### src/hw/rtl/zurd_pkg.sv
`default_nettype none
package zurd_pkg;

  // trailer byte codes
  localparam logic [7:0] TRAILER_HALF = 8'd111;
  localparam logic [7:0] TRAILER_FULL = 8'd222;

  // zero run lengths in units
  localparam logic [5:0] LONG_RUN   = 6'd39;
  localparam logic [5:0] SHORT_BASE = 6'd3;
  localparam logic [5:0] MID_BASE   = 6'd7;

  // kind of a code, from its low two bits
  localparam logic [1:0] CODE_SHORT = 2'd0;
  localparam logic [1:0] CODE_PAIR  = 2'd1;
  localparam logic [1:0] CODE_LIT   = 2'd2;
  localparam logic [1:0] CODE_MID   = 2'd3;

  // end status codes
  localparam logic [1:0] STAT_OK          = 2'd0;
  localparam logic [1:0] STAT_BAD_TRAILER = 2'd1;
  localparam logic [1:0] STAT_OVERFLOW    = 2'd2;

  // configuration
  localparam int unsigned  MAX_BYTES_W     = 16;
  localparam logic [15:0]  MAX_BYTES_RST   = 16'hFFFF;
  localparam int unsigned  CFG_ADDR_W      = 3;
  localparam logic [2:0]   REG_MAX_BYTES   = 3'd0;
  localparam int unsigned  COUNT_WIDTH_DEF = 16;

  // job queue between front and back
  localparam int unsigned JOBQ_DEPTH = 4;

  // one job per accepted item that has work to do
  typedef struct packed {
    logic [7:0] code_byte;  // held compressed byte
    logic [1:0] nib_cnt;    // nibbles of code_byte to decode (0, 1 or 2)
    logic       is_end;     // job closes the stream
    logic       is_bad;     // trailer byte was not a valid trailer
  } zurd_job_t;

endpackage
`default_nettype wire

### src/hw/rtl/zero_unit_rle_decompressor_unit.sv
// path: a byte that the low nibble of a released code byte completes at once passes the job
//   queue, the back end's job registers and the output register, as does the end result of a
//   bare trailer by way of the flush and finish states; both wait while the back end is busy
// pace: each job is dispatched, then literal and pair lead units are packed one at a time, a
//   literal pair as two units, a zero run in steps of up to one output byte each; the single
//   unit packer in the back end sets the pace of data transfers
// reset: rst_n synchronous, clears stream state and the job queue, max_output_bytes to 65535
`default_nettype none
module zero_unit_rle_decompressor_unit
  import zurd_pkg::*;
#(
  parameter int unsigned COUNT_WIDTH = COUNT_WIDTH_DEF
) (
  input  wire logic                  clk,
  input  wire logic                  rst_n,
  input  wire logic                  in_tvalid,
  output logic                       in_tready,
  input  wire logic [7:0]            in_tdata,   // [7:0] in_byte
  input  wire logic                  in_tlast,   // is_trailer
  output logic                       out_tvalid,
  input  wire logic                  out_tready,
  output logic [7:0]                 out_tdata,  // [7:0] out_byte
  output logic [2:0]                 out_tuser,  // [0] byte_valid, [2:1] status
  output logic                       out_tlast,  // end_of_stream
  input  wire logic                  psel,
  input  wire logic                  penable,
  input  wire logic                  pwrite,
  input  wire logic [CFG_ADDR_W-1:0] paddr,
  input  wire logic [31:0]           pwdata,
  output logic [31:0]                prdata,
  output logic                       pready
);

  logic [MAX_BYTES_W-1:0] max_r, max_nxt;
  zurd_job_t              push_job, head_job;
  logic                   q_push, q_pop, q_empty, q_full;
  logic [7:0]             o_byte;
  logic                   o_bv, o_end;
  logic [1:0]             o_st;

  // configuration register
  assign pready = 1'b1;
  assign prdata = (paddr == REG_MAX_BYTES) ? {16'd0, max_r} : 32'd0;

  always_comb begin
    max_nxt = max_r;
    if (psel && penable && pwrite && pready && (paddr == REG_MAX_BYTES)) begin
      max_nxt = pwdata[MAX_BYTES_W-1:0];
    end
  end

  always_ff @(posedge clk) begin
    if (!rst_n) begin
      max_r <= MAX_BYTES_RST;
    end else begin
      max_r <= max_nxt;
    end
  end

  // front: take transfers, hold one byte, issue jobs
  zurd_front u_front (
    .clk      (clk),
    .rst_n    (rst_n),
    .in_valid (in_tvalid),
    .in_ready (in_tready),
    .in_byte  (in_tdata),
    .in_last  (in_tlast),
    .q_full   (q_full),
    .q_push   (q_push),
    .q_job    (push_job)
  );

  // job queue
  zurd_jobq u_jobq (
    .clk      (clk),
    .rst_n    (rst_n),
    .push     (q_push),
    .push_job (push_job),
    .pop      (q_pop),
    .head_job (head_job),
    .empty    (q_empty),
    .full     (q_full)
  );

  // back: decode codes, pack units, emit results
  zurd_back #(
    .COUNT_WIDTH (COUNT_WIDTH)
  ) u_back (
    .clk            (clk),
    .rst_n          (rst_n),
    .max_bytes      (max_r),
    .q_job          (head_job),
    .q_empty        (q_empty),
    .q_pop          (q_pop),
    .out_valid      (out_tvalid),
    .out_ready      (out_tready),
    .out_byte       (o_byte),
    .out_byte_valid (o_bv),
    .out_end        (o_end),
    .out_status     (o_st)
  );

  assign out_tdata = o_byte;
  assign out_tuser = {o_st, o_bv};
  assign out_tlast = o_end;

  // a result without a byte is always the end of a stream and carries a zero byte
  a_nobyte_is_end: assert property (@(posedge clk) disable iff (!rst_n)
    (out_tvalid && !out_tuser[0]) |-> (out_tlast && (out_tdata == 8'd0)))
    else $error("result without byte is not a clean end result");

  // an error status only rides on the end result
  a_status_on_end: assert property (@(posedge clk) disable iff (!rst_n)
    (out_tvalid && (out_tuser[2:1] != STAT_OK)) |-> (out_tlast && !out_tuser[0]))
    else $error("error status outside an end result");

  // no transfer is taken while the job queue is full
  a_no_push_full: assert property (@(posedge clk) disable iff (!rst_n)
    q_full |-> (!in_tready && !q_push))
    else $error("input taken while job queue full");

endmodule
`default_nettype wire

### src/hw/rtl/zurd_front.sv
`default_nettype none
module zurd_front
  import zurd_pkg::*;
(
  input  wire logic       clk,
  input  wire logic       rst_n,
  input  wire logic       in_valid,
  output logic            in_ready,
  input  wire logic [7:0] in_byte,
  input  wire logic       in_last,
  input  wire logic       q_full,
  output logic            q_push,
  output zurd_job_t       q_job
);

  logic       held_v_r, held_v_nxt;
  logic [7:0] held_b_r, held_b_nxt;
  logic       accept;
  logic       trl_ok;

  assign in_ready = !q_full;
  assign accept   = in_valid && in_ready;
  assign trl_ok   = (in_byte == TRAILER_HALF) || (in_byte == TRAILER_FULL);

  // classify the item into a job for the back end
  always_comb begin
    q_job.code_byte = held_b_r;
    q_job.is_end    = in_last;
    q_job.is_bad    = in_last && !trl_ok;
    q_job.nib_cnt   = 2'd0;
    if (held_v_r) begin
      if (!in_last) begin
        q_job.nib_cnt = 2'd2;
      end else if (trl_ok) begin
        q_job.nib_cnt = (in_byte == TRAILER_FULL) ? 2'd2 : 2'd1;
      end
    end
    q_push = accept && (in_last || held_v_r);
  end

  // hold one byte back until the next transfer decides its fate
  always_comb begin
    held_v_nxt = held_v_r;
    held_b_nxt = held_b_r;
    if (accept) begin
      held_v_nxt = !in_last;
      held_b_nxt = in_last ? 8'd0 : in_byte;
    end
  end

  always_ff @(posedge clk) begin
    if (!rst_n) begin
      held_v_r <= 1'b0;
      held_b_r <= 8'd0;
    end else begin
      held_v_r <= held_v_nxt;
      held_b_r <= held_b_nxt;
    end
  end

endmodule
`default_nettype wire

### src/hw/rtl/zurd_jobq.sv
`default_nettype none
module zurd_jobq
  import zurd_pkg::*;
(
  input  wire logic clk,
  input  wire logic rst_n,
  input  wire logic push,
  input  zurd_job_t push_job,
  input  wire logic pop,
  output zurd_job_t head_job,
  output logic      empty,
  output logic      full
);

  localparam int unsigned PW = $clog2(JOBQ_DEPTH);

  zurd_job_t       mem [JOBQ_DEPTH];
  logic [PW-1:0]   wr_ptr_r, wr_ptr_nxt;
  logic [PW-1:0]   rd_ptr_r, rd_ptr_nxt;
  logic [PW:0]     cnt_r, cnt_nxt;

  assign empty    = (cnt_r == '0);
  assign full     = (cnt_r == (PW+1)'(JOBQ_DEPTH));
  assign head_job = mem[rd_ptr_r];

  // pointer and fill count update
  always_comb begin
    wr_ptr_nxt = wr_ptr_r;
    rd_ptr_nxt = rd_ptr_r;
    cnt_nxt    = cnt_r;
    if (push && !full) begin
      wr_ptr_nxt = wr_ptr_r + 1'b1;
    end
    if (pop && !empty) begin
      rd_ptr_nxt = rd_ptr_r + 1'b1;
    end
    if ((push && !full) && !(pop && !empty)) begin
      cnt_nxt = cnt_r + 1'b1;
    end else if (!(push && !full) && (pop && !empty)) begin
      cnt_nxt = cnt_r - 1'b1;
    end
  end

  always_ff @(posedge clk) begin
    if (!rst_n) begin
      wr_ptr_r <= '0;
      rd_ptr_r <= '0;
      cnt_r    <= '0;
    end else begin
      wr_ptr_r <= wr_ptr_nxt;
      rd_ptr_r <= rd_ptr_nxt;
      cnt_r    <= cnt_nxt;
    end
  end

  // job storage
  always_ff @(posedge clk) begin
    if (push && !full) begin
      mem[wr_ptr_r] <= push_job;
    end
  end

endmodule
`default_nettype wire

### src/hw/rtl/zurd_back.sv
`default_nettype none
module zurd_back
  import zurd_pkg::*;
#(
  parameter int unsigned COUNT_WIDTH = COUNT_WIDTH_DEF
) (
  input  wire logic                   clk,
  input  wire logic                   rst_n,
  input  wire logic [MAX_BYTES_W-1:0] max_bytes,
  input  zurd_job_t                   q_job,
  input  wire logic                   q_empty,
  output logic                        q_pop,
  output logic                        out_valid,
  input  wire logic                   out_ready,
  output logic [7:0]                  out_byte,
  output logic                        out_byte_valid,
  output logic                        out_end,
  output logic [1:0]                  out_status
);

  localparam int unsigned CMPW = (COUNT_WIDTH > MAX_BYTES_W) ? COUNT_WIDTH : MAX_BYTES_W;

  typedef enum logic [5:0] {
    ST_IDLE   = 6'b000001,
    ST_NIB    = 6'b000010,
    ST_RUN    = 6'b000100,
    ST_LIT2   = 6'b001000,
    ST_FLUSH  = 6'b010000,
    ST_FINISH = 6'b100000
  } zurd_bst_t;

  zurd_bst_t            state_r, state_nxt;
  logic [7:0]           jbyte_r, jbyte_nxt;
  logic [1:0]           jcnt_r, jcnt_nxt;
  logic                 jidx_r, jidx_nxt;
  logic                 jend_r, jend_nxt;
  logic                 jbad_r, jbad_nxt;
  logic [1:0]           slot_r, slot_nxt;
  logic [7:0]           part_r, part_nxt;
  logic                 pend_r, pend_nxt;
  logic [1:0]           lead_r, lead_nxt;
  logic [5:0]           run_r, run_nxt;
  logic [1:0]           lit_r, lit_nxt;
  logic [COUNT_WIDTH-1:0] bcnt_r, bcnt_nxt;
  logic                 fail_r, fail_nxt;
  logic                 stg_v_r, stg_v_nxt;
  logic [7:0]           stg_b_r, stg_b_nxt;
  logic                 ov_r;
  logic [7:0]           ob_r;
  logic                 obv_r, oend_r;
  logic [1:0]           ost_r;

  logic       out_load;
  logic [7:0] ld_byte;
  logic       ld_bv, ld_end;
  logic [1:0] ld_st;
  logic       can_out;

  logic [3:0] nib;
  logic [1:0] v0, v1;
  logic       is_long;
  logic       unit_en, run_en, flush_en;
  logic [1:0] unit_val;
  logic [2:0] room, run_k;
  logic [7:0] unit_part, cmpl_byte;
  logic       cmpl, under_max, emit_req, fail_set, path_ok, stall;
  zurd_bst_t  after_nib;

  assign can_out = !ov_r || out_ready;

  // current code nibble
  assign nib     = jidx_r ? jbyte_r[7:4] : jbyte_r[3:0];
  assign v0      = nib[1:0];
  assign v1      = nib[3:2];
  assign is_long = pend_r && (lead_r == 2'd0) && (nib == 4'd0);

  // unit packing request for this cycle
  always_comb begin
    unit_en  = 1'b0;
    unit_val = v1;
    if (state_r == ST_NIB) begin
      if (pend_r) begin
        unit_en  = !is_long;
        unit_val = v0;
      end else begin
        unit_en = (v0 == CODE_PAIR) || (v0 == CODE_LIT);
      end
    end else if (state_r == ST_LIT2) begin
      unit_en  = 1'b1;
      unit_val = lit_r;
    end
    run_en   = (state_r == ST_RUN);
    flush_en = (state_r == ST_FLUSH) && (slot_r != 2'd0);
  end

  // byte completion and overflow check
  always_comb begin
    room      = 3'd4 - {1'b0, slot_r};
    run_k     = (run_r < {3'b000, room}) ? run_r[2:0] : room;
    unit_part = part_r | ({6'b0, unit_val} << {slot_r, 1'b0});
    cmpl      = (unit_en && (slot_r == 2'd3))
             || (run_en && (({1'b0, slot_r} + run_k) == 3'd4))
             || flush_en;
    cmpl_byte = unit_en ? unit_part : part_r;
    under_max = CMPW'(bcnt_r) < CMPW'(max_bytes);
    emit_req  = cmpl && !fail_r && under_max;
    fail_set  = cmpl && !fail_r && !under_max;
    path_ok   = jend_r ? (!stg_v_r || can_out) : can_out;
    stall     = emit_req && !path_ok;
    after_nib = (!jidx_r && (jcnt_r == 2'd2)) ? ST_NIB : (jend_r ? ST_FLUSH : ST_IDLE);
  end

  // sequencer, packer and result routing
  always_comb begin
    state_nxt = state_r;
    jbyte_nxt = jbyte_r;
    jcnt_nxt  = jcnt_r;
    jidx_nxt  = jidx_r;
    jend_nxt  = jend_r;
    jbad_nxt  = jbad_r;
    slot_nxt  = slot_r;
    part_nxt  = part_r;
    pend_nxt  = pend_r;
    lead_nxt  = lead_r;
    run_nxt   = run_r;
    lit_nxt   = lit_r;
    bcnt_nxt  = bcnt_r;
    fail_nxt  = fail_r;
    stg_v_nxt = stg_v_r;
    stg_b_nxt = stg_b_r;
    q_pop     = 1'b0;
    out_load  = 1'b0;
    ld_byte   = 8'd0;
    ld_bv     = 1'b0;
    ld_end    = 1'b0;
    ld_st     = STAT_OK;

    // packing of units into the partial byte
    if (!stall) begin
      if (unit_en) begin
        part_nxt = cmpl ? 8'd0 : unit_part;
        slot_nxt = slot_r + 2'd1;
      end else if (run_en) begin
        part_nxt = cmpl ? 8'd0 : part_r;
        slot_nxt = slot_r + run_k[1:0];
        run_nxt  = run_r - {3'b000, run_k};
      end else if (flush_en) begin
        part_nxt = 8'd0;
        slot_nxt = 2'd0;
      end
      if (fail_set) begin
        fail_nxt = 1'b1;
      end
      // completed byte goes out, or waits in the stage during a trailer job
      if (emit_req) begin
        bcnt_nxt = bcnt_r + COUNT_WIDTH'(1);
        if (jend_r) begin
          if (stg_v_r) begin
            out_load = 1'b1;
            ld_byte  = stg_b_r;
            ld_bv    = 1'b1;
          end
          stg_v_nxt = 1'b1;
          stg_b_nxt = cmpl_byte;
        end else begin
          out_load = 1'b1;
          ld_byte  = cmpl_byte;
          ld_bv    = 1'b1;
        end
      end
    end

    unique case (state_r)
      ST_IDLE: begin
        if (!q_empty) begin
          q_pop     = 1'b1;
          jbyte_nxt = q_job.code_byte;
          jcnt_nxt  = q_job.nib_cnt;
          jend_nxt  = q_job.is_end;
          jbad_nxt  = q_job.is_bad;
          jidx_nxt  = 1'b0;
          if (q_job.is_bad) begin
            state_nxt = ST_FINISH;
          end else if (q_job.nib_cnt != 2'd0) begin
            state_nxt = ST_NIB;
          end else if (q_job.is_end) begin
            state_nxt = ST_FLUSH;
          end
        end
      end
      ST_NIB: begin
        if (!stall) begin
          if (pend_r) begin
            pend_nxt = 1'b0;
            if (is_long) begin
              run_nxt   = LONG_RUN;
              state_nxt = ST_RUN;
            end else begin
              lit_nxt   = v1;
              state_nxt = ST_LIT2;
            end
          end else begin
            unique case (v0)
              CODE_SHORT: begin
                run_nxt   = SHORT_BASE + {4'b0000, v1};
                state_nxt = ST_RUN;
              end
              CODE_MID: begin
                run_nxt   = MID_BASE + {4'b0000, v1};
                state_nxt = ST_RUN;
              end
              CODE_PAIR: begin
                pend_nxt  = 1'b1;
                lead_nxt  = v1;
                jidx_nxt  = 1'b1;
                state_nxt = after_nib;
              end
              default: begin
                jidx_nxt  = 1'b1;
                state_nxt = after_nib;
              end
            endcase
          end
        end
      end
      ST_RUN: begin
        if (!stall && (run_r == {3'b000, run_k})) begin
          jidx_nxt  = 1'b1;
          state_nxt = after_nib;
        end
      end
      ST_LIT2: begin
        if (!stall) begin
          jidx_nxt  = 1'b1;
          state_nxt = after_nib;
        end
      end
      ST_FLUSH: begin
        if (!stall) begin
          state_nxt = ST_FINISH;
        end
      end
      ST_FINISH: begin
        // end result: last staged byte carries the end mark when all went well
        if (can_out) begin
          out_load = 1'b1;
          if (stg_v_r) begin
            ld_byte   = stg_b_r;
            ld_bv     = 1'b1;
            ld_end    = !fail_r;
            stg_v_nxt = 1'b0;
          end else begin
            ld_end = 1'b1;
            ld_st  = jbad_r ? STAT_BAD_TRAILER : (fail_r ? STAT_OVERFLOW : STAT_OK);
          end
          if (!stg_v_r || !fail_r) begin
            state_nxt = ST_IDLE;
            slot_nxt  = 2'd0;
            part_nxt  = 8'd0;
            pend_nxt  = 1'b0;
            lead_nxt  = 2'd0;
            bcnt_nxt  = '0;
            fail_nxt  = 1'b0;
          end
        end
      end
      default: begin
        state_nxt = ST_IDLE;
      end
    endcase
  end

  always_ff @(posedge clk) begin
    if (!rst_n) begin
      state_r <= ST_IDLE;
      jbyte_r <= 8'd0;
      jcnt_r  <= 2'd0;
      jidx_r  <= 1'b0;
      jend_r  <= 1'b0;
      jbad_r  <= 1'b0;
      slot_r  <= 2'd0;
      part_r  <= 8'd0;
      pend_r  <= 1'b0;
      lead_r  <= 2'd0;
      run_r   <= 6'd0;
      lit_r   <= 2'd0;
      bcnt_r  <= '0;
      fail_r  <= 1'b0;
      stg_v_r <= 1'b0;
      stg_b_r <= 8'd0;
    end else begin
      state_r <= state_nxt;
      jbyte_r <= jbyte_nxt;
      jcnt_r  <= jcnt_nxt;
      jidx_r  <= jidx_nxt;
      jend_r  <= jend_nxt;
      jbad_r  <= jbad_nxt;
      slot_r  <= slot_nxt;
      part_r  <= part_nxt;
      pend_r  <= pend_nxt;
      lead_r  <= lead_nxt;
      run_r   <= run_nxt;
      lit_r   <= lit_nxt;
      bcnt_r  <= bcnt_nxt;
      fail_r  <= fail_nxt;
      stg_v_r <= stg_v_nxt;
      stg_b_r <= stg_b_nxt;
    end
  end

  // output register
  always_ff @(posedge clk) begin
    if (!rst_n) begin
      ov_r <= 1'b0;
    end else if (out_load) begin
      ov_r <= 1'b1;
    end else if (out_ready) begin
      ov_r <= 1'b0;
    end
  end

  always_ff @(posedge clk) begin
    if (out_load) begin
      ob_r   <= ld_byte;
      obv_r  <= ld_bv;
      oend_r <= ld_end;
      ost_r  <= ld_st;
    end
  end

  assign out_valid      = ov_r;
  assign out_byte       = ob_r;
  assign out_byte_valid = obv_r;
  assign out_end        = oend_r;
  assign out_status     = ost_r;

endmodule
`default_nettype wire

### config.mk
export PLATFORM = sky130hd
export DESIGN_NAME = zero_unit_rle_decompressor_unit
export DESIGN_NICKNAME = d
export VERILOG_FILES = /design/src/hw/rtl/zurd_pkg.sv /design/src/hw/rtl/zero_unit_rle_decompressor_unit.sv /design/src/hw/rtl/zurd_front.sv /design/src/hw/rtl/zurd_jobq.sv /design/src/hw/rtl/zurd_back.sv
export SDC_FILE = /design/constraint.sdc
export NUM_CORES = 1
export LEC_CHECK = 0
export BUFFER_PORTS_ARGS = -buffer_cell sky130_fd_sc_hd__buf_2
export CAP_MARGIN = 20
export CORE_MARGIN = 2
export CORE_UTILIZATION = 59
export DETAILED_ROUTE_END_ITERATION = 10
export MAX_ROUTING_LAYER = met4
export PLACE_DENSITY_LB_ADDON = 0.12
export SLEW_MARGIN = 0
export SYNTH_ARGS = -nofsm -noshare
export SYNTH_HDL_FRONTEND = slang
export SYNTH_SLANG_ARGS = --single-unit
### constraint.sdc
create_clock -name clk -period 5.91 [get_ports clk]
set_input_delay 1.4775 -clock clk [delete_from_list [all_inputs] [get_ports clk]]
set_output_delay 1.4775 -clock clk [all_outputs]
set_load 0.005 [all_outputs]
Yosys cells after proc, flatten, opt, wreduce, memory -nomap -nowiden

Memory sizes are Yosys's and may differ from the RTL's. A register that Yosys moved wholly into a read port is not among the register bits.
Index checks and enable logic that the tools add are counted.

Add/subtract/negate cells: 12
$lt $le $gt $ge: 2
Equality and inequality tests: 27
Shifts and indexed selects: 1
Multiplexer cells: 120
Bitwise operators: 6
Reductions and logical operators: 65

Operator list:

| cell                  | number |
|---|---|
| $mux 8                | 18 |
| $mux 6                | 20 |
| $mux 16               | 6 |
| $mux 2                | 22 |
| $mux 1                | 43 |
| $pmux 6 s6            | 1 |
| $logic_and 1x1->1     | 21 |
| $add 16x1->16 const B | 1 |
| $lt 16x16->1          | 1 |
| $ne 2x2->1 const B    | 8 |
| $logic_not 1->1       | 14 |
| $pmux 6 s2            | 1 |
| $reduce_bool 2->1     | 5 |
| $mux 3                | 3 |
| $eq 2x2->1 const B    | 4 |
| $eq 8x7->1 const B    | 1 |
| $eq 8x8->1 const B    | 1 |
| $logic_or 1x1->1      | 8 |
| $mux 4                | 2 |
| $or 8x8->8            | 1 |
| $reduce_and 4->1      | 2 |
| $reduce_and 8->1      | 1 |
| $shl 2x3->8           | 1 |
| $reduce_and 7->1      | 1 |
| other kinds (36)      | 47 |

Register bits after elaboration: 111
Bits in writable memories: 48
Input bits: 51
Output and inout port bits: 47
Word-level logic and storage cells: 262
Memories: 1

Memory list:

| memory     | words | width | read ports | clocked after memory_dff | write ports | RTL line        | source |
|---|---|---|---|---|---|---|---|
| u_jobq.mem | 4     | 12    | 1          | 1                        | 1           | zurd_jobq.sv:17 | `zurd_job_t mem [JOBQ_DEPTH];` |

Logic depth before layout (Yosys ltp)

Gate-level depths: netlist (run 1).

Word-level depth: 17
Depth in mapped cells: 19
Gate-level depth less buffers: 19

Hierarchy

A second synthesis (run 1) with hierarchy kept.

Cell total of the unflattened synthesis: 824
Area total of the unflattened synthesis: 8401.8 sq um

Modules (own cells, without submodules):

| module                          | times used | cells an instance | area an instance (sq um) |
|---|---|---|---|
| zurd_back                       | 1          | 549               | 4728.3 |
| zurd_jobq                       | 1          | 110               | 2217.1 |
| zero_unit_rle_decompressor_unit | 1          | 111               | 919.6 |
| zurd_front                      | 1          | 54                | 536.8 |

Least setup slack after synthesis (run 1)

Ideal clock, no wire load.

Kind: reg-to-reg
Start: register u_back.slot_r[0]
End: register u_back.ob_r[0], in the netlist u_back.out_byte[0] (enable)
Library setup time: 0.400 ns
Arrival: 4.274 ns
Setup slack: 1.236 ns
Cell stages (with the launch flop): 16
Buffers on the path: 1
Period minus slack after synthesis: 4.674 ns
Cell sequence: dfxtp_1 inv_1 ha_1 inv_1 ha_1 or4_1 a31o_1 nor2_1 o21ai_0 ha_1 fa_1 nor3_1 o21a_2 o21ai_1 buf_2 o31ai_1

Word-level cells in the longest chain between the ends: 14
Elaborated cells on any way between the ends: 19

Ends and longest elaborated chain:

| element                                            | RTL line                           | source |
|---|---|---|
| from (decl)                                        | zurd_back.sv:38                    | `logic [1:0] slot_r, slot_nxt;` |
| from (signal assigned)                             | zurd_back.sv:298                   | `slot_r <= slot_nxt;` |
| $sub 3x2->3                                        | zurd_back.sv:98                    | `room = 3'd4 - {1'b0, slot_r};` |
| $lt 6x3->1                                         | zurd_back.sv:99                    | `run_k = (run_r < {3'b000, room}) ? run_r[2:0] : room;` |
| $mux 3                                             | zurd_back.sv:99                    |  |
| $add 2x3->3                                        | zurd_back.sv:102                   | `\|\| (run_en && (({1'b0, slot_r} + run_k) == 3'd4))` |
| $eq 3x3->1                                         | zurd_back.sv:102                   |  |
| $logic_and 1x1->1                                  | zurd_back.sv:102                   |  |
| $logic_or 1x1->1                                   | zurd_back.sv:102                   |  |
| $logic_or 1x1->1 *                                 | zurd_back.sv:103                   | `\|\| flush_en;` |
| $logic_and 1x1->1 * (2 in a row)                   | zurd_back.sv:106                   | `emit_req = cmpl && !fail_r && under_max;` |
| $mux 1 / $logic_and 1x1->1 (equally long branches) | zurd_back.sv:155, zurd_back.sv:109 |  |
| $mux 1 *                                           | zurd_back.sv:139                   | `if (!stall) begin` |
| $mux 1                                             | zurd_back.sv:245                   | `if (can_out) begin` |
| $mux 1 *                                           | zurd_back.sv:173                   | `unique case (state_r)` |
| via u_back.out_load                                | zurd_back.sv:53                    | `logic out_load;` |
| to (signal assigned)                               | zurd_back.sv:324                   | `ob_r <= ld_byte;` |
| to (decl)                                          | zurd_back.sv:49                    | `logic [7:0] ob_r;` |

Mark *: on every way through the listed nets, which the timed path passes. The rest lies on a longest branch.
A chain may end at the register's enable or synchronous reset.

Final worst setup path (run 1)

Start: register u_back.slot_r[0]
End: register u_back.ob_r[7], in the netlist u_back.out_byte[7] (data pin)

Word-level cells in the longest chain between the ends: 15
Elaborated cells on any way between the ends: 24

Ends and longest elaborated chain:

| element                                            | RTL line                           | source |
|---|---|---|
| $sub 3x2->3                                        | zurd_back.sv:98                    |  |
| $lt 6x3->1                                         | zurd_back.sv:99                    |  |
| $mux 3                                             | zurd_back.sv:99                    |  |
| $add 2x3->3                                        | zurd_back.sv:102                   |  |
| $eq 3x3->1                                         | zurd_back.sv:102                   |  |
| $logic_and 1x1->1                                  | zurd_back.sv:102                   |  |
| $logic_or 1x1->1                                   | zurd_back.sv:102                   |  |
| $logic_or 1x1->1                                   | zurd_back.sv:103                   |  |
| $logic_and 1x1->1 (2 in a row)                     | zurd_back.sv:106                   |  |
| $mux 8 / $logic_and 1x1->1 (equally long branches) | zurd_back.sv:155, zurd_back.sv:109 |  |
| $mux 8 *                                           | zurd_back.sv:139                   |  |
| $mux 8                                             | zurd_back.sv:247                   | `if (stg_v_r) begin` |
| $mux 8                                             | zurd_back.sv:245                   |  |
| $mux 8 *                                           | zurd_back.sv:173                   |  |
| via u_back.ld_byte[7]                              | zurd_back.sv:54                    | `logic [7:0] ld_byte;` |

Marked as above.

==> results of run 1 <==
-- logic make-up (layout without fill, tap and decap cells) --
family          Yosys count  in the layout  synth area share [%]
compound gates          192            192                  15.6
xor+xnor                  7              7                 0.752
fa+ha+maj                35             35                  5.65
buf+inv                 115            160                  6.21
flops                   161            161                  46.9
mux                      30             30                  5.60
other cells               2             17                0.0921
simple gates            310            310                  19.2
-- power breakdown --
part | leakage (µW) | total, µW | switching [µW] | internal [µW]
clock | 0.000307 | 1160 | 452 | 703
combinational | 0.00192 | 778 | 477 | 302
sequential | 0.00137 | 1360 | 110 | 1250
total | 0.00360 | 3300 | 1040 | 2260
-- final timing paths --
check             slack (ns)                  to             start  cells past startpoint
hold / removal          0.46    u_back.lead_r[1]  u_back.lead_r[1]                      2
setup / recovery        1.00  u_back.out_byte[7]  u_back.slot_r[0]                     16
setup reg to reg        1.00  u_back.out_byte[7]  u_back.slot_r[0]                     16
hold reg to reg         0.46    u_back.lead_r[1]  u_back.lead_r[1]                      2
-- final cells by class --
cell class / count / area share (%)
repair buffers: 71 / 4.08
flip-flops and latches: 161 / 41.8
inverters: 57 / 2.34
clock buffers: 21 / 5.15
well taps: 176 / 2.41
clock inverters: 11 / 1.68
multi-input cells: 591 / 42.5
-- cell usage in the layout (no fill, tap or decap), types with 5 or more instances in the layout --
master	netlist	layout
mux2_2	5	5
ha_1	32	32
a31oi_1	11	11
nor3b_1	12	12
nand4_1	6	6
conb_1	2	17
nand3b_1	7	7
o211ai_1	18	18
mux2i_1	13	13
a21o_1	9	9
or3_1	14	14
a22oi_1	7	7
nor2b_1	9	9
inv_1	56	56
mux4_2	12	12
or2_2	8	8
a21oi_1	56	56
and3_1	10	10
edfxtp_1	60	60
dfxtp_1	101	101
nor2_1	60	60
o21ai_0	28	28
a211oi_1	7	7
o22ai_1	7	7
and2_1	26	26
clkbuf_16	0	17
o21ai_1	6	6
or4_1	5	5
nor4_1	8	8
nor3_1	29	29
nand3_1	19	19
nand2_1	87	87
buf_2	6	64
buf_4	18	6
o32ai_1	8	8
-- routing by layer --
layer / GRT usage [%] / wire (µm) / vias up
met4: 10.8 / 505 / 0
met3: 5.20 / 1640 / 52
li1: - / - / 3144
met1: 37.5 / 8360 / 3201
met5: - / 0 / -
met2: 44.0 / 9180 / 270
-- through the flow --
step	area, µm²	setup slack [ns]	util (%)
after floorplan	8210	1.24	-
after global placement	8510	1.32	63.8
after detailed placement	8510	1.16	63.8
after CTS	9140	1.06	68.4
after global routing	9140	0.643	68.5
final	9140	1.00	68.5
-- registers in the layout (all words and copies together) (netlist names), 3 cells and up, named ones only --
signal / flops
u_back.state_r: 6
u_jobq.cnt_r: 3
u_back.stg_b_r: 8
u_back.bcnt_r: 16
u_back.out_byte: 8
max_r: 16
u_front.held_b_r: 8
u_back.jbyte_r: 8
u_jobq.mem: 48
u_back.run_r: 6
u_back.part_r: 8
-- tightest hold or removal path: cells and delay by family, from the launching register on --
family / cells / cell delay [ns]
mux: 1 / 0.05
simple gates: 1 / 0.05
flops: 1 / 0.31
==> summary.txt, run 1 <==
Outcome: finished clean
Final period util: 83.0%
Relative slew slack: 34.0%
Die area: 14,800 µm²
Count leader, synth: dfxtp_1
Critical path endpoint category: register
Routability-driven placement congestion ratio: 0.969
Post-synth EDFFs: 60
Storage cell area: 3820 µm²
Root Driver: clkbuf_16
Starting density of the core: 61.1%
WL final: 19.7 mm
Fin cells: 1,088
Synthesized instance count: 852
DR WL/cell: 18.1 µm
Tmin final: 4.91 ns
Core Rows: 42
Height of the die: 122 µm
Dpl cells: 1,055
Avg Vias per Cell: 6.13
Crit path DAT: 5.13 ns
Total power draw: 3300 µW
Fin. max-slew vios: 0
Antenna violations before repair: 0
Ys flop type: dfxtp_1
Crit-path max cell delay: 0.65 ns
Dominant cell type by area after synthesis: dfxtp_1
Fill cells: 1,045
Synth unique cells: 73
Die span in x: 122 µm
Flops & latches, synth: 161
Sequential share of the synthesized area: 46.9%
Kind of critical path: reg2reg
Max Fclk: 204 MHz
Top-Level Pins: 98
Hold Path Class: reg2reg
Core area: 13,300 µm²
Cell Area, Synth: 8160 µm²
Clock slew at reported path FFs: 0.06 ns
Postcts setup bufs: 0
CP max stage cell: a21boi_2
IO Port Bufs: 64
Via count: 6,667
CP delay by family, top: simple AND/OR/NAND/NOR gates
Post-synth top cells: dfxtp_1, nand2_1, edfxtp_1, nor2_1
Clk_lat worst skew: 0.43 ns
CP required: 6.13 ns
Initial drt markers: 552
Overall global routing resource usage: 28.4%
Final hold violation count: 0
Most frequent CP cell: ha_1
Number of global-route vias before repair: 6,217
Avg Inst Size Synth: 9.57 µm²
CTS buffer count: 17
Crit path cell chain: inv_1 > ha_1 > inv_1 > ha_1 > or4_1 > a31o_1 > nor2_1 > nand2_1 > o21ai_0 > ha_1 > fa_1 > nor3_1 > o21ai_4 > a21boi_2 > nand3_1 > o32ai_1
Layout cells sized above 1: 15.6%
Final nets: 985
Pin count of the biggest net entering global routing: 34
Clock sinks: 161
MaxCap Viol Count: 0
First-pass GRT wire length: 31.6 mm
Fraction of registers with async set/reset: 0%
Pwr Density: 361 nW/µm²
Total congestion overflow: 0
Multi-input logic area: 3890 µm²
DRC: 0
Yosys top cell area share: 24.8%
Drt first pass iters: 6
RSZ-0062 raised after global routing: no
Worst-margin pin slew: 0.990 ns
Total number of H-tree levels: 4
CTS Buffer Depth: 2
Setup_tns: 0 ns
CTS tree: done
Area contributors post-synth: dfxtp_1, edfxtp_1, ha_1, nand2_1, a21oi_1
Worst Skew: 0.00722 ns
Leakage: 0.00360 µW
Hpwl dp: 14.0 mm
VDD IR max: 306 µV
Layout area overhead: 12.1%
Final setup violation count: 0
Routed Antenna Nets: 0
Diode count: 0
CP max FO: 15
Worst path bufs/invs: 2
Yosys Warn Count: 0
WHS: 0.456 ns
Hold-fix buffers, CTS: 0
Startpoint class of the critical path: register
Post-CTS sizing: 0
Power figures use the tool's default switching activity.
==> inputs of run 2 (changes only) <==
==> constraint.sdc (replaced) <==
create_clock -name clk -period 4.6 [get_ports clk]
set_input_delay 1.15 -clock clk [delete_from_list [all_inputs] [get_ports clk]]
set_output_delay 1.15 -clock clk [all_outputs]
set_load 0.005 [all_outputs]
==> summary.txt, run 2 (same netlist as run 1, synthesis figures left out) <==
Number of global-route vias before repair: 6,379 (was 6,217)
Hpwl dp: 13.8 mm (was 14.0 mm)
Number of flip-flops in the largest register: 48 (unchanged)
Height of the die: 122 µm (unchanged)
CTS Buffer Depth: 2 (unchanged)
VDD IR max: 356 µV (was 306 µV)
IO Port Bufs: 64 (unchanged)
Die span in x: 122 µm (unchanged)
Hold Path Sink: u_back.lead_r[1] (unchanged)
Crit path DAT: 4.69 ns (was 5.13 ns)
Final nets: 993 (was 985)
Core area: 13,300 µm² (unchanged)
Top-Level Pins: 98 (unchanged)
CTS buffer count: 17 (unchanged)
Fin util: 68.8% (was 68.5%)
Max Fclk: 229 MHz (was 204 MHz)
Clk_lat worst skew: 0.43 ns (about the same)
Via count: 6,617 (was 6,667)
Antenna violations before repair: 0 (unchanged)
Most frequent cells in the layout: dfxtp_1, nand2_1, buf_2 (unchanged)
Hold Crit Start: u_back.lead_r[1] (unchanged)
Leakage: 0.00361 µW (was 0.00360 µW)
Hold-fix buffers, CTS: 0 (unchanged)
Postcts setup bufs: 0 (unchanged)
Final setup violation count: 0 (unchanged)
Starting density of the core: 61.1% (unchanged)
Tmin final: 4.37 ns (was 4.91 ns)
Reg-to-reg setup timing slack: 0.23 ns (was 1.00 ns)
Root Driver: clkbuf_16 (unchanged)
Diode count: 0 (unchanged)
Overall global routing resource usage: 27.9% (was 28.4%)
MaxCap Viol Count: 0 (unchanged)
Core Rows: 42 (unchanged)
WL final: 19.4 mm (was 19.7 mm)
RSZ-0062 raised after global routing: yes (was no)
CP required: 4.93 ns (was 6.13 ns)
Pin count of the biggest net entering global routing: 50 (was 34)
Initial drt markers: 567 (was 552)
Die area: 14,800 µm² (unchanged)
CTS tree: done (unchanged)
Design Area, Final: 9180 µm² (was 9140 µm²)
Routability-driven placement congestion ratio: 0.972 (was 0.969)
Setup_tns: 0 ns (unchanged)
Drt first pass iters: 5 (was 6)
Worst Skew: 0.00797 ns (was 0.00722 ns)
Final hold violation count: 0 (unchanged)
Layout cells sized above 1: 16.5% (was 15.6%)
Worst R2R Path Depth: 18 (was 16)
Post-CTS sizing: 0 (unchanged)
DR WL/cell: 17.7 µm (was 18.1 µm)
WHS: 0.456 ns (about the same)
Final period util: 94.9% (was 83.0%)
Clock sinks: 161 (unchanged)
Fin cells: 1,096 (was 1,088)
First-pass GRT wire length: 31.4 mm (was 31.6 mm)
R2r endpoint: u_back.run_r[1] (was u_back.out_byte[7])
Outcome: finished clean (unchanged)
Reg with most FFs: u_jobq.mem (unchanged)
CP max FO: 7 (was 15)
Hold Path Class: reg2reg (unchanged)
DRC: 0 (unchanged)
RR Startpoint: u_back.slot_r[0] (unchanged)
Avg Vias per Cell: 6.04 (was 6.13)
Placed inst area: 8580 µm² (was 8510 µm²)
Kind of critical path: reg2reg (unchanged)
Worst Hold Depth: 2 (unchanged)
Clock slew at reported path FFs: 0.06 ns (about the same)
Critical path endpoint category: register (unchanged)
Startpoint class of the critical path: register (unchanged)
Routed Antenna Nets: 0 (unchanged)
Layout area overhead: 12.6% (was 12.1%)
Pwr Density: 452 nW/µm² (was 361 nW/µm²)
Fin. max-slew vios: 0 (unchanged)
Total congestion overflow: 0 (unchanged)
Total number of H-tree levels: 4 (unchanged)
Relative slew slack: 32.8% (was 34.0%)
Regs by FF count: u_jobq.mem (48), max_r (16), u_back.bcnt_r (16) (unchanged)
Commonest non-fill, non-tap cell in the layout: dfxtp_1 (unchanged)
Dpl cells: 1,064 (was 1,055)
Worst-margin pin slew: 0.999 ns (was 0.990 ns)
[run 2: changes by cell type in the layout (fill, tap and decap cells not counted), moves of 2 or more]
cell / before / now
a21boi_2: 2 / 0
clkinvlp_4: 0 / 5
clkinv_4: 4 / 2
a21boi_4: 0 / 2
clkbuf_8: 3 / 0
buf_4: 6 / 15
[run 2: worst max path at each step]
stage / from / to
global placement: u_back.slot_r[0] / u_back.run_r[1]
finish: u_back.slot_r[0] / u_back.run_r[1]
global route: u_back.slot_r[0] / u_back.bcnt_r[10]
CTS: u_back.slot_r[0] / u_back.run_r[1]
detailed placement: u_back.slot_r[0] / u_back.run_r[1]
floorplan: u_back.slot_r[0] / u_back.out_byte[0]
[run 2: area by class of cell]
cell class                      instances  area [µm²]
Fill cell                            1009        4170
Sequential cell                       161        3820
Multi-Input combinational cell        591        3920
Clock buffer                           19         433
Tap cell                              176         220
Inverter                               57         214
Timing Repair Buffer                   79         433
Clock inverter                         13         138
[run 2: through the flow]
stage               setup WS [ns]  total power [µW]
finish                      0.233              4150
detailed placement          0.264              2770
global placement            0.382              2720
floorplan                   0.297              2470
global route              0.00593              4330
CTS                         0.231              4140
[run 2: critical path, stage by stage (launching register included)]
cell and delay [ns]:
dfxtp_1 0.36, inv_1 0.16, ha_1 0.24, inv_1 0.06, ha_1 0.19, or4_1 0.40, a31o_1 0.22, or3b_1 0.41
and2_1 0.18, ha_1 0.34, nand3_1 0.10, nor4_1 0.05, buf_4 0.15, nor2_1 0.20, o22ai_1 0.17, nor3_1 0.25
a21boi_4 0.34, o21ai_0 0.22, a31o_1 0.22
[run 2: power by group]
group	total [µW]	internal, µW	switching (µW)
logic	1020	398	623
registers	1760	1610	146
clock network	1370	796	572
total	4150	2800	1340
[run 2: per-layer routing]
metal | up-vias | routed length [µm] | global-route usage (%)
li1 | 3162 | - | -
met1 | 3141 | 8620 | 37.1
met2 | 280 | 9000 | 42.8
met3 | 34 | 1360 | 5.52
met4 | 0 | 399 | 10.4
met5 | - | 0 | -
